--- config.mk ---
export PLATFORM = sky130hd
export DESIGN_NAME = xtea_block_cipher_cbc
export DESIGN_NICKNAME = d
export VERILOG_FILES = /design/src/rtl/xtea_pkg.sv /design/src/rtl/xtea_front.sv /design/src/rtl/xtea_queue.sv /design/src/rtl/xtea_core.sv /design/src/rtl/xtea_block_cipher_cbc.sv
export SDC_FILE = /design/constraint.sdc
export NUM_CORES = 2
export LEC_CHECK = 0
export BUFFER_PORTS_ARGS = -buffer_cell sky130_fd_sc_hd__buf_2
export CORE_MARGIN = 5
export CORE_UTILIZATION = 35
export CTS_CLUSTER_DIAMETER = 120
export DETAILED_ROUTE_END_ITERATION = 6
export PLACE_DENSITY = 0.58
export SYNTH_ARGS = -nofsm -noshare
export SYNTH_HDL_FRONTEND = slang
export SYNTH_SLANG_ARGS = --single-unit
export TNS_END_PERCENT = 30
--- constraint.sdc ---
create_clock -name clk -period 9.7 [get_ports clk]
set_input_delay 0.485 -clock clk [delete_from_list [all_inputs] [get_ports clk]]
set_output_delay 0.485 -clock clk [all_outputs]
set_load 0.02 [all_outputs]
--- src/rtl/xtea_pkg.sv ---
package xtea_pkg;

    // Cipher schedule
    localparam int          ROUND_COUNT   = 32;
    localparam logic [31:0] SCHEDULE_STEP = 32'h9E37_79B9;
    localparam logic [63:0] SUM_FULL      = 64'(SCHEDULE_STEP) * 64'(ROUND_COUNT);
    localparam logic [31:0] SUM_DEC_INIT  = SUM_FULL[31:0];
    localparam int          RND_W = (ROUND_COUNT > 1) ? $clog2(ROUND_COUNT) : 1;

    // Job queue between front and back
    localparam int QUEUE_DEPTH = 2;
    localparam int QPTR_W      = (QUEUE_DEPTH > 1) ? $clog2(QUEUE_DEPTH) : 1;
    localparam int QCNT_W      = $clog2(QUEUE_DEPTH + 1);

    // Configuration register indexes
    localparam int          CFG_IDX_W   = 3;
    localparam logic [2:0]  REG_KEY0    = 3'd0;
    localparam logic [2:0]  REG_KEY1    = 3'd1;
    localparam logic [2:0]  REG_KEY2    = 3'd2;
    localparam logic [2:0]  REG_KEY3    = 3'd3;
    localparam logic [2:0]  REG_MODE    = 3'd4;
    localparam logic [2:0]  REG_IV_LO   = 3'd5;
    localparam logic [2:0]  REG_IV_HI   = 3'd6;

    // Cipher modes
    localparam logic [1:0] MODE_ENCRYPT  = 2'd0;
    localparam logic [1:0] MODE_DECRYPT  = 2'd1;
    localparam logic [1:0] MODE_CBC      = 2'd2;
    localparam logic [1:0] MODE_RESERVED = 2'd3;

    typedef logic [3:0][31:0] key_t;

    typedef struct packed {
        logic [31:0] v0;
        logic [31:0] v1;
        logic        decrypt;
        logic [31:0] mask_lo;
        logic [31:0] mask_hi;
    } job_t;

    typedef struct packed {
        logic full;
        logic empty;
    } queue_status_t;

    typedef struct packed {
        logic             busy;
        logic [RND_W-1:0] round;
    } core_status_t;

    function automatic logic [31:0] xtea_mix(input logic [31:0] x);
        return ((x << 4) ^ (x >> 5)) + x;
    endfunction

    function automatic logic [31:0] key_pick(input key_t key, input logic [1:0] sel);
        return key[sel];
    endfunction

endpackage

--- src/rtl/xtea_front.sv ---
module xtea_front import xtea_pkg::*;
(
    input  logic        clk,
    input  logic        rst_n,
    input  logic        s_axis_tvalid,
    output logic        s_axis_tready,
    input  logic [63:0] s_axis_tdata,   // [31:0] block_low, [63:32] block_high
    input  logic [0:0]  s_axis_tuser,   // [0] chain_start
    input  logic [1:0]  cipher_mode,
    input  logic [63:0] init_vector,
    input  queue_status_t q_status,
    output logic        push,
    output job_t        job
);

    logic [63:0] chain_prev_reg;
    logic [63:0] chain_prev_next;
    logic        accept;
    logic        chaining;
    logic [63:0] mask;

    assign s_axis_tready = !q_status.full;
    assign accept        = s_axis_tvalid && s_axis_tready;
    assign push          = accept;

    // Mode three has no meaning of its own and behaves as CBC decryption.
    assign chaining = (cipher_mode == MODE_CBC) || (cipher_mode == MODE_RESERVED);

    always_comb
    begin
        mask = 64'd0;
        if (chaining)
        begin
            mask = s_axis_tuser[0] ? init_vector : chain_prev_reg;
        end
        chain_prev_next = chain_prev_reg;
        if (accept && chaining)
        begin
            chain_prev_next = s_axis_tdata;
        end
    end

    assign job.v0      = s_axis_tdata[31:0];
    assign job.v1      = s_axis_tdata[63:32];
    assign job.decrypt = (cipher_mode != MODE_ENCRYPT);
    assign job.mask_lo = mask[31:0];
    assign job.mask_hi = mask[63:32];

    always_ff @(posedge clk or negedge rst_n)
    begin
        if (!rst_n)
        begin
            chain_prev_reg <= 64'd0;
        end
        else
        begin
            chain_prev_reg <= chain_prev_next;
        end
    end

endmodule

--- src/rtl/xtea_queue.sv ---
module xtea_queue import xtea_pkg::*;
(
    input  logic          clk,
    input  logic          rst_n,
    input  logic          push,
    input  job_t          push_job,
    input  logic          pop,
    output job_t          head_job,
    output queue_status_t status
);

    job_t              entry_reg [QUEUE_DEPTH];
    logic [QPTR_W-1:0] wr_ptr_reg;
    logic [QPTR_W-1:0] wr_ptr_next;
    logic [QPTR_W-1:0] rd_ptr_reg;
    logic [QPTR_W-1:0] rd_ptr_next;
    logic [QCNT_W-1:0] count_reg;
    logic [QCNT_W-1:0] count_next;

    assign status.full  = (count_reg == QCNT_W'(QUEUE_DEPTH));
    assign status.empty = (count_reg == '0);
    assign head_job     = entry_reg[rd_ptr_reg];

    always_comb
    begin
        wr_ptr_next = wr_ptr_reg;
        rd_ptr_next = rd_ptr_reg;
        count_next  = count_reg;
        if (push)
        begin
            wr_ptr_next = (wr_ptr_reg == QPTR_W'(QUEUE_DEPTH - 1)) ? '0 : wr_ptr_reg + 1'b1;
        end
        if (pop)
        begin
            rd_ptr_next = (rd_ptr_reg == QPTR_W'(QUEUE_DEPTH - 1)) ? '0 : rd_ptr_reg + 1'b1;
        end
        if (push && !pop)
        begin
            count_next = count_reg + 1'b1;
        end
        else if (pop && !push)
        begin
            count_next = count_reg - 1'b1;
        end
    end

    always_ff @(posedge clk or negedge rst_n)
    begin
        if (!rst_n)
        begin
            wr_ptr_reg <= '0;
            rd_ptr_reg <= '0;
            count_reg  <= '0;
        end
        else
        begin
            wr_ptr_reg <= wr_ptr_next;
            rd_ptr_reg <= rd_ptr_next;
            count_reg  <= count_next;
        end
    end

    always_ff @(posedge clk)
    begin
        if (push)
        begin
            entry_reg[wr_ptr_reg] <= push_job;
        end
    end

endmodule

--- src/rtl/xtea_core.sv ---
module xtea_core import xtea_pkg::*;
(
    input  logic         clk,
    input  logic         rst_n,
    input  key_t         key,
    input  job_t         job,
    input  logic         job_valid,
    output logic         pop,
    output logic         m_axis_tvalid,
    input  logic         m_axis_tready,
    output logic [63:0]  m_axis_tdata,   // [31:0] result_low, [63:32] result_high
    output core_status_t status
);

    logic             busy_reg, busy_next;
    logic [RND_W-1:0] round_reg, round_next;
    logic             out_valid_reg, out_valid_next;
    logic [31:0]      v0_reg, v0_next;
    logic [31:0]      v1_reg, v1_next;
    logic [31:0]      sum_reg, sum_next;
    logic             dec_reg, dec_next;
    logic [63:0]      mask_reg, mask_next;
    logic [63:0]      out_data_reg, out_data_next;

    logic        last;
    logic        out_free;
    logic        finish;
    logic        advance;
    logic [31:0] enc_v0, enc_v1, enc_sum;
    logic [31:0] dec_v0, dec_v1, dec_sum;
    logic [31:0] rnd_v0, rnd_v1, rnd_sum;

    // One full round per cycle; the last waits for a free output. Halves chained.
    always_comb
    begin
        enc_v0  = v0_reg + (xtea_mix(v1_reg) ^ (sum_reg + key_pick(key, sum_reg[1:0])));
        enc_sum = sum_reg + SCHEDULE_STEP;
        enc_v1  = v1_reg + (xtea_mix(enc_v0) ^ (enc_sum + key_pick(key, enc_sum[12:11])));

        dec_v1  = v1_reg - (xtea_mix(v0_reg) ^ (sum_reg + key_pick(key, sum_reg[12:11])));
        dec_sum = sum_reg - SCHEDULE_STEP;
        dec_v0  = v0_reg - (xtea_mix(dec_v1) ^ (dec_sum + key_pick(key, dec_sum[1:0])));

        rnd_v0  = dec_reg ? dec_v0  : enc_v0;
        rnd_v1  = dec_reg ? dec_v1  : enc_v1;
        rnd_sum = dec_reg ? dec_sum : enc_sum;
    end

    assign last     = (round_reg == RND_W'(ROUND_COUNT - 1));
    assign out_free = !out_valid_reg || m_axis_tready;
    // The final round waits until the output register can take its result.
    assign advance  = busy_reg && (!last || out_free);
    assign finish   = busy_reg && last && out_free;
    assign pop      = job_valid && (!busy_reg || finish);

    always_comb
    begin
        busy_next      = busy_reg;
        round_next     = round_reg;
        out_valid_next = out_valid_reg;
        v0_next        = v0_reg;
        v1_next        = v1_reg;
        sum_next       = sum_reg;
        dec_next       = dec_reg;
        mask_next      = mask_reg;
        out_data_next  = out_data_reg;

        if (finish)
        begin
            out_valid_next = 1'b1;
            out_data_next  = {rnd_v1 ^ mask_reg[63:32], rnd_v0 ^ mask_reg[31:0]};
        end
        else if (m_axis_tready)
        begin
            out_valid_next = 1'b0;
        end

        if (pop)
        begin
            busy_next  = 1'b1;
            round_next = '0;
            v0_next    = job.v0;
            v1_next    = job.v1;
            sum_next   = job.decrypt ? SUM_DEC_INIT : 32'd0;
            dec_next   = job.decrypt;
            mask_next  = {job.mask_hi, job.mask_lo};
        end
        else if (finish)
        begin
            busy_next  = 1'b0;
            round_next = '0;
        end
        else if (advance)
        begin
            round_next = round_reg + 1'b1;
            v0_next    = rnd_v0;
            v1_next    = rnd_v1;
            sum_next   = rnd_sum;
        end
    end

    always_ff @(posedge clk or negedge rst_n)
    begin
        if (!rst_n)
        begin
            busy_reg      <= 1'b0;
            round_reg     <= '0;
            out_valid_reg <= 1'b0;
        end
        else
        begin
            busy_reg      <= busy_next;
            round_reg     <= round_next;
            out_valid_reg <= out_valid_next;
        end
    end

    always_ff @(posedge clk)
    begin
        v0_reg       <= v0_next;
        v1_reg       <= v1_next;
        sum_reg      <= sum_next;
        dec_reg      <= dec_next;
        mask_reg     <= mask_next;
        out_data_reg <= out_data_next;
    end

    assign m_axis_tvalid = out_valid_reg;
    assign m_axis_tdata  = out_data_reg;
    assign status.busy   = busy_reg;
    assign status.round  = round_reg;

endmodule

--- src/rtl/xtea_block_cipher_cbc.sv ---
// Channel   Direction  Payload
// s_axis    in         tdata: block_low, block_high; tuser: chain_start
// m_axis    out        tdata: result_low, result_high
// cfg       in         cfg_index selects the register, cfg_data carries the value
//
// A block runs ROUND_COUNT rounds (32 by default) in the shared round unit, one
// XTEA round per cycle while the output is free; a queued block is loaded as the
// last round of the previous block finishes.
// Reset clears the key, mode, IV and the stored CBC block to zero.
// A two-entry job queue lets inputs be taken while a result waits on m_axis;
// the last round holds until the output register is free.
module xtea_block_cipher_cbc import xtea_pkg::*;
(
    input  logic                 clk,
    input  logic                 rst_n,
    input  logic                 s_axis_tvalid,
    output logic                 s_axis_tready,
    input  logic [63:0]          s_axis_tdata,   // [31:0] block_low, [63:32] block_high
    input  logic [0:0]           s_axis_tuser,   // [0] chain_start
    output logic                 m_axis_tvalid,
    input  logic                 m_axis_tready,
    output logic [63:0]          m_axis_tdata,   // [31:0] result_low, [63:32] result_high
    input  logic                 cfg_valid,
    output logic                 cfg_ready,
    input  logic [CFG_IDX_W-1:0] cfg_index,
    input  logic [31:0]          cfg_data
);

    key_t          key_reg;
    logic [1:0]    cipher_mode_reg;
    logic [63:0]   iv_reg;
    logic          cfg_write;
    logic          push;
    logic          pop;
    job_t          front_job;
    job_t          head_job;
    queue_status_t q_status;
    core_status_t  core_status;

    assign cfg_ready = 1'b1;
    assign cfg_write = cfg_valid && cfg_ready;

    always_ff @(posedge clk or negedge rst_n)
    begin
        if (!rst_n)
        begin
            key_reg         <= '0;
            cipher_mode_reg <= MODE_ENCRYPT;
            iv_reg          <= 64'd0;
        end
        else if (cfg_write)
        begin
            unique case (cfg_index)
                REG_KEY0:  key_reg[0]      <= cfg_data;
                REG_KEY1:  key_reg[1]      <= cfg_data;
                REG_KEY2:  key_reg[2]      <= cfg_data;
                REG_KEY3:  key_reg[3]      <= cfg_data;
                REG_MODE:  cipher_mode_reg <= cfg_data[1:0];
                REG_IV_LO: iv_reg[31:0]    <= cfg_data;
                REG_IV_HI: iv_reg[63:32]   <= cfg_data;
                default:   ;
            endcase
        end
    end

    xtea_front u_front
    (
        .clk           (clk),
        .rst_n         (rst_n),
        .s_axis_tvalid (s_axis_tvalid),
        .s_axis_tready (s_axis_tready),
        .s_axis_tdata  (s_axis_tdata),
        .s_axis_tuser  (s_axis_tuser),
        .cipher_mode   (cipher_mode_reg),
        .init_vector   (iv_reg),
        .q_status      (q_status),
        .push          (push),
        .job           (front_job)
    );

    xtea_queue u_queue
    (
        .clk      (clk),
        .rst_n    (rst_n),
        .push     (push),
        .push_job (front_job),
        .pop      (pop),
        .head_job (head_job),
        .status   (q_status)
    );

    xtea_core u_core
    (
        .clk           (clk),
        .rst_n         (rst_n),
        .key           (key_reg),
        .job           (head_job),
        .job_valid     (!q_status.empty),
        .pop           (pop),
        .m_axis_tvalid (m_axis_tvalid),
        .m_axis_tready (m_axis_tready),
        .m_axis_tdata  (m_axis_tdata),
        .status        (core_status)
    );

`ifndef ASSERT_OFF
    a_pop_needs_job: assert property (@(posedge clk) disable iff (!rst_n)
        pop |-> !q_status.empty)
        else $error("round unit took a job from an empty queue");

    a_idle_round_zero: assert property (@(posedge clk) disable iff (!rst_n)
        !core_status.busy |-> (core_status.round == '0))
        else $error("round counter not cleared while the round unit is idle");

    a_round_steps: assert property (@(posedge clk) disable iff (!rst_n)
        (core_status.busy && core_status.round != RND_W'(ROUND_COUNT - 1))
        |=> (core_status.busy && core_status.round == $past(core_status.round) + 1'b1))
        else $error("round counter skipped or stopped mid block");

    a_mode_write: assert property (@(posedge clk) disable iff (!rst_n)
        (cfg_write && cfg_index == REG_MODE) |=> (cipher_mode_reg == $past(cfg_data[1:0])))
        else $error("mode register write lost");
`endif

endmodule
Word-level counts from Yosys, hierarchy flattened
Memory sizes are Yosys's and may differ from the RTL's.
Cells that the tools add are included.
- RAM bits: 258
- word-level logic and storage cells: 136
- bits in registers: 494
- memories: 1
- output and inout port bits: 67
- input bits: 105
- bitwise logic cells: 10
- order comparisons: 4
- equal/unequal tests: 11
- reductions and logical operators: 35
- multiplexer cells: 36
- add/sub/neg operators: 19
- memory list (memory ; words ; width ; rd ports ; clocked after Yosys merged registers in ; wr ports ; RTL line ; text):
    u_queue.entry_reg ; 2 ; 129 ; 1 ; 0 ; 1 ; xtea_queue.sv:12 ; job_t entry_reg [QUEUE_DEPTH];
- operators with widths (operator ; count):
    32-bit two-way mux ; 17
    32-bit adder ; 10
    32-bit binary-select mux with 2-bit select ; 4
    32-bit bitwise XOR ; 6
    64-bit two-way mux ; 2
    32-bit by 27-bit bitwise XOR with 32-bit output ; 4
    32-bit subtractor ; 2
    32-bit adder, second input constant ; 1
    32-bit subtractor, second input constant ; 1
    2-bit AND reduction ; 8
    5-bit two-way mux ; 3
    2-bit by 3-bit less-than comparator with 1-bit output, second input constant ; 4
    2-bit nonzero test ; 5
    3-bit equality test, second input constant ; 3
    1-bit logical AND ; 8
    1-bit two-way mux ; 8
    1-bit zero test ; 7
    2-bit equality test, second input constant ; 3
    3-bit by 2-bit equality test with 1-bit output, second input constant ; 2
    5-bit by 1-bit adder with 5-bit output, second input constant ; 1
    5-bit equality test, second input constant ; 1
    1-bit logical OR ; 4
    2-bit two-way mux ; 2
    3-bit by 1-bit equality test with 1-bit output, second input constant ; 1
    7 further kinds ; 8

Depth between registers and ports, before layout
- depth in word-level cells: 13
- mapped depth: 49
- mapped depth without buffers: 46

Modules after synthesis
From an unflattened synthesis, not the netlist that was laid out.
- cell total of the unflattened synthesis: 4719
- area total of the unflattened synthesis: 54094.4 µm²
- by module, submodules not included (module ; sequential area each (µm²) ; cells an instance ; area an instance (µm²) ; instances):
    xtea_core ; 6931.6 ; 3535 ; 32849.0 ; 1
    xtea_queue ; 7847.5 ; 417 ; 9521.6 ; 1
    xtea_block_cipher_cbc ; 4854.7 ; 422 ; 7420.9 ; 1
    xtea_front ; 1601.5 ; 345 ; 4302.9 ; 1

Worst setup path after synthesis
OpenSTA, ideal clock, no wires.
- path kind: register to register
- start: register u_core.sum_reg[0]
- end: register u_core.v1_reg[31], data pin
- required time: 9.430 ns
- path buffers: 3
- path slack: -0.688 ns
- stages on the path, launching flop included: 44
- library setup time: 0.270 ns
- clock period less this slack: 10.388 ns
- arrival: 10.117 ns
- cell sequence: edfxtp_1 -> clkbuf_1 -> buf_1 -> mux4_2 -> ha_1 -> a211oi_1 -> o21bai_1 -> o311a_1 -> o21ai_0 -> nand2b_1 -> a21o_1 -> o21ai_0 -> xnor2_1 -> xnor2_1 -> ha_1 -> clkbuf_1 -> a21oi_1 -> o22ai_1 -> [... 8 more ...] -> nor4_1 -> or3b_2 -> and2_1 -> a31oi_1 -> o21ai_0 -> xnor2_1 -> ha_1 -> and3_1 -> and2_1 -> a22oi_1 -> o21ai_0 -> o41ai_1 -> o21ai_0 -> a31oi_1 -> o21ai_0 -> xnor3_1 -> mux2i_1 -> a21oi_1
- longest elaborated chain between the ends: 13
- elaborated cells on any way between the ends: 20
- classes of those cells: 8 x add/sub; 8 x mux; 4 x bitwise
- ends and longest elaborated chain (what ; RTL line ; text):
    start: declaration ; xtea_core.sv:20 ; logic [31:0] sum_reg, sum_next;
    start signal: assignment ; xtea_core.sv:122 ; sum_reg <= sum_next;
    32-bit binary-select mux with 2-bit select ; xtea_pkg.sv:56 ; return key[sel];
    32-bit two-way mux (not written as such) ; xtea_pkg.sv:56 ;
    32-bit adder ; xtea_core.sv:36 ; enc_v0 = v0_reg + (xtea_mix(v1_reg) ^ (sum_reg + key_pick(key, sum_reg[1:0])));
    32-bit bitwise XOR ; xtea_core.sv:36 ;
    32-bit adder ; xtea_core.sv:36 ;
    32-bit by 27-bit bitwise XOR with 32-bit output ; xtea_pkg.sv:52 ; return ((x << 4) ^ (x >> 5)) + x;
    32-bit adder ; xtea_pkg.sv:52 ;
    32-bit bitwise XOR ; xtea_core.sv:38 ; enc_v1 = v1_reg + (xtea_mix(enc_v0) ^ (enc_sum + key_pick(key, enc_sum[12:11])));
    32-bit adder ; xtea_core.sv:38 ;
    32-bit two-way mux (*) ; xtea_core.sv:45 ; rnd_v1 = dec_reg ? dec_v1 : enc_v1;
    32-bit two-way mux (*) ; xtea_core.sv:93 ; else if (advance)
    32-bit two-way mux (*) ; xtea_core.sv:88 ; else if (finish)
    32-bit two-way mux (*) ; xtea_core.sv:78 ; if (pop)
    net u_core.v1_next[31] ; xtea_core.sv:19 ; logic [31:0] v1_reg, v1_next;
    end signal: assignment ; xtea_core.sv:121 ; v1_reg <= v1_next;
    end: declaration ; xtea_core.sv:19 ;
Mark *: on every way through the listed nets, which the timed path passes. The rest lies on a longest branch. The select of a mux whose other input is x is not followed.
A chain may end at the register's enable or synchronous reset.

Worst setup path in the final report
- start: register u_core.sum_reg[11]
- end: register u_core.out_data_reg[25], in the netlist u_core.m_axis_tdata[25], data pin
- longest elaborated chain between the ends: 11
- elaborated cells on any way between the ends: 16
- classes of those cells: 8 x add/sub; 3 x mux; 5 x bitwise
- ends and longest elaborated chain (what ; RTL line ; text):
    32-bit binary-select mux with 2-bit select ; xtea_pkg.sv:56 ;
    32-bit two-way mux (not written as such) ; xtea_pkg.sv:56 ;
    32-bit adder ; xtea_core.sv:40 ; dec_v1 = v1_reg - (xtea_mix(v0_reg) ^ (sum_reg + key_pick(key, sum_reg[12:11])));
    32-bit bitwise XOR ; xtea_core.sv:40 ;
    32-bit subtractor ; xtea_core.sv:40 ;
    32-bit by 27-bit bitwise XOR with 32-bit output ; xtea_pkg.sv:52 ;
    32-bit adder ; xtea_pkg.sv:52 ;
    32-bit bitwise XOR ; xtea_core.sv:42 ; dec_v0 = v0_reg - (xtea_mix(dec_v1) ^ (dec_sum + key_pick(key, dec_sum[1:0])));
    32-bit subtractor ; xtea_core.sv:42 ;
    32-bit two-way mux (*) ; xtea_core.sv:44 ; rnd_v0 = dec_reg ? dec_v0 : enc_v0;
    32-bit bitwise XOR (*) ; xtea_core.sv:71 ; out_data_next = {rnd_v1 ^ mask_reg[63:32], rnd_v0 ^ mask_reg[31:0]};
    end signal: assignment ; xtea_core.sv:125 ; out_data_reg <= out_data_next;
    end: declaration ; xtea_core.sv:23 ; logic [63:0] out_data_reg, out_data_next;
Mark *: on every way between the ends. The rest lies on a longest branch, timed or not. The select of a mux whose other input is x is not followed.

==> metrics list <==
* Outcome: complete, no violations
* Worst Reg2Reg Path Length in Cells: 46
- The area growth from synthesis to layout is 25.21%.
* Cell Count, Final, Fillers Out: 7966
* Slowest CP cell: sky130_fd_sc_hd__mux4_2
- Initial Utilization: roughly a third
* Crit path kind: reg2reg
- Final Critical Period: between 9000 and 10000 ps
- TritonCTS built the clock tree.
- Highest-count cells in the layout ignoring fill and taps: sky130_fd_sc_hd__buf_4 (821), sky130_fd_sc_hd__edfxtp_1 (483), sky130_fd_sc_hd__xnor2_1 (426)
- The first global-routing pass estimated roughly 290 mm of wire.
* Die Area: between 150000 and 200000 um2
- Warnings from Yosys: 0
* Initial antenna violation count: 6
- Post-route cell area: about 67000 um2
* Ratio of cells with drive above 1 in the final layout: between 30% and 40%
- Final ANT Viol Nets: 0
- Largest register FFs: approximately 260
- The worst setup path is captured at a register.
* Critical path required time: 10120 ps
- After synthesis the netlist holds a flip-flop and latch count of 752.
* Synth unique cells: a little over 90
- The die is about 400 um tall.
- Startpoint class of the critical path: register
- Number of buffer and inverter instances along the worst setup path: 10
- Gate count of the mapped netlist: a little under 5000
* Standard cell core area: 151700 um2
- IO Port Bufs: 170
- The number of max-slew violations in the final report was 0.
* Cell area after synthesis: roughly 53000 um2
- The cell that appears most often on the critical path is sky130_fd_sc_hd__buf_4.
- Max Cap Violations: 0
- Timing would allow up to 0.1036 GHz.
- After floorplanning, the core was divided into 143 placement rows.
- Worst clock skew: 32.93 ps
- Along the worst hold path, the cell count comes to 1.
- The path class of the tightest hold or removal check is in2reg.
- Count of cell instances traversed by the critical path: 46
- Clock net sink count: ~750
* CTS clk-pin slew, worst paths: ~60 ps
* HPWL after DPL: between 150 and 200 mm
- DRC Markers: 0
* Gate family responsible for the most delay along the worst path: compound AO/OA/AOI/OAI gates
- Leaving out fill and tap cells, the most frequent cell in the layout is sky130_fd_sc_hd__buf_4.
- Summed over all layers, the global routing overflow is 0.
* Portion of synthesized cell area occupied by the leading cell type: 27.18%
- Clk Latency, worst-skew pair: 680 ps
* Leading post-synthesis cells by cell area: sky130_fd_sc_hd__edfxtp_1 (27%), sky130_fd_sc_hd__dfrtp_1 (13%), sky130_fd_sc_hd__ha_1 (9.1%), sky130_fd_sc_hd__xnor2_1 (7.3%), sky130_fd_sc_hd__mux2_2 (6.9%)
- Final hold violation count: 0
- Ratio of final minimum period to clock period: just under 100%
* Post-Route WL: approximately 200 mm
- Data arrives at the worst endpoint at 10070 ps.
- Setup repair after global routing could not meet its margin everywhere.
- Number of synthesized flops with an enable pin: between 400 and 500
* Floorplan die width: 400.5 um
- Most used DFF post-synth: sky130_fd_sc_hd__edfxtp_1
- Total number of H-tree levels: 3
- Vias: between 40000 and 50000
* Final setup violation count: 0
- Along the worst path, the maximum fanout reaches 4.
* Average footprint of a synthesized cell: about 11 um2
* Number of global-route vias before repair: ~43000
- Number of placed instances with taps included: 7731
- The pre-antenna-repair detailed-routing pass consisted of 6 iterations.
- Max Buffers Root-to-Sink: 3
- Cell Area, Placed: 62110 um2
* Proportion of register bits with asynchronous set or reset after synthesis: 35.77%
- GRT Overall Usage: between 20% and 30%
- Largest area contributor in the synthesized netlist: sky130_fd_sc_hd__edfxtp_1
- Worst Tran Pin Value: approximately 1100 ps
- In this run the tightest slew margin relative to its limit is about a quarter.
- Routed vias/inst: between 5 and 6
- Pin count of the biggest net entering global routing: 78
- For this design the top-level I/O count stands at around 170.
- For this run, the post-layout net count is around 6400.
* Net count of the mapped netlist: 5420
- For this block, the initial DRC count from the detailed router was approximately 4500.
- In this run, CTS created clock tree buffers numbering 76.
* Routed length per placed instance: approximately 25 um
- The congestion estimate from routability-driven global placement came to around 1.
- Root buffer cell: sky130_fd_sc_hd__clkbuf_16
- Sequential share of the synthesized area: 39.79%
- Max stage delay on crit path: 520 ps
## metal layers
layer | GRT usage, % | share of wire, % | vias to the layer above
met5 | 0 | 0 | -
met4 | 5.880 | 2.6 | 0
met3 | 3.974 | 8.8 | 264
met2 | 36.14 | 43 | 1840
met1 | 35.11 | 45 | 22072
li1 | - | - | 20146
## Yosys cell counts (156+ instances only)
cell type	count
sky130_fd_sc_hd__a21o_1	176
sky130_fd_sc_hd__ha_1	389
sky130_fd_sc_hd__nor2b_1	156
sky130_fd_sc_hd__o21ai_0	216
sky130_fd_sc_hd__a21oi_1	393
sky130_fd_sc_hd__xnor2_1	447
sky130_fd_sc_hd__mux2_2	325
sky130_fd_sc_hd__dfrtp_1	269
sky130_fd_sc_hd__nand2_1	335
sky130_fd_sc_hd__xor2_1	229
sky130_fd_sc_hd__nor2_1	203
sky130_fd_sc_hd__edfxtp_1	483
## cell type report
cell class / instances / area, um2
clock buffer: 100 / 2135
antenna: 4 / 10.01
tap: 2030 / 2540
fill: 14444 / 84910
multi-input combinational: 3870 / 32280
clock inverter: 41 / 515.5
sequential: 752 / 21240
timing repair buffer: 1041 / 7611
inverter: 128 / 486.7
## repair_timing
action / in CTS / in global routing
setup buffers: 12 / 52
gates cloned: 0 / 0
hold endpoints to repair: 117 / 0
hold buffers: 30 / 0
pin swaps: 38 / 170
endpoints found under the setup margin: 42 / 56
gates resized for setup: 88 / 216
## path summary, 6_finish.rpt
check,slack (ps),start,to
min reg2reg,500,u_front.chain_prev_reg[47],u_front.chain_prev_reg[47]
min in group asynchronous,350,rst_n,iv_reg[58]
max,50,u_core.sum_reg[11],u_core.m_axis_tdata[25]
max in group asynchronous,7740,rst_n,cipher_mode_reg[1]
max reg2reg,50,u_core.sum_reg[11],u_core.m_axis_tdata[25]
min,40,s_axis_tdata[22],u_queue.entry_reg[0][119]
## cells by family after synthesis
| kind of cell | count (synthesis) | synth area share [%] |
|---|---|---|
| AOI/OAI and AO/OA | 1187 | 14.28 |
| and+or+nand+nor | 1054 | 9.638 |
| DFF | 752 | 39.79 |
| xor gates and xnor gates | 686 | 11.50 |
| muxes | 541 | 13.14 |
| adders and majority gates | 401 | 9.570 |
| buffers and inverters | 292 | 2.082 |
| other | 1 | 0.007027 |
## through the flow
step           TNS [ps]  hold slack, ps  utilization (%)  worst slack, ps
6_report              0           44.19            44.04            49.71
5_1_grt           -4523           27.27            44.03           -401.1
4_1_cts               0          0.9677            43.19            1.267
3_5_place_dp      -9855           455.4            40.94           -516.5
3_3_place_gp      -7478           449.4            40.94           -488.2
2_1_floorplan    -94.81           189.4                -           -56.76
Power is left out: the tool's default activity adds up to more than one toggle a clock period on the data nets, which glitch-free logic cannot reach.
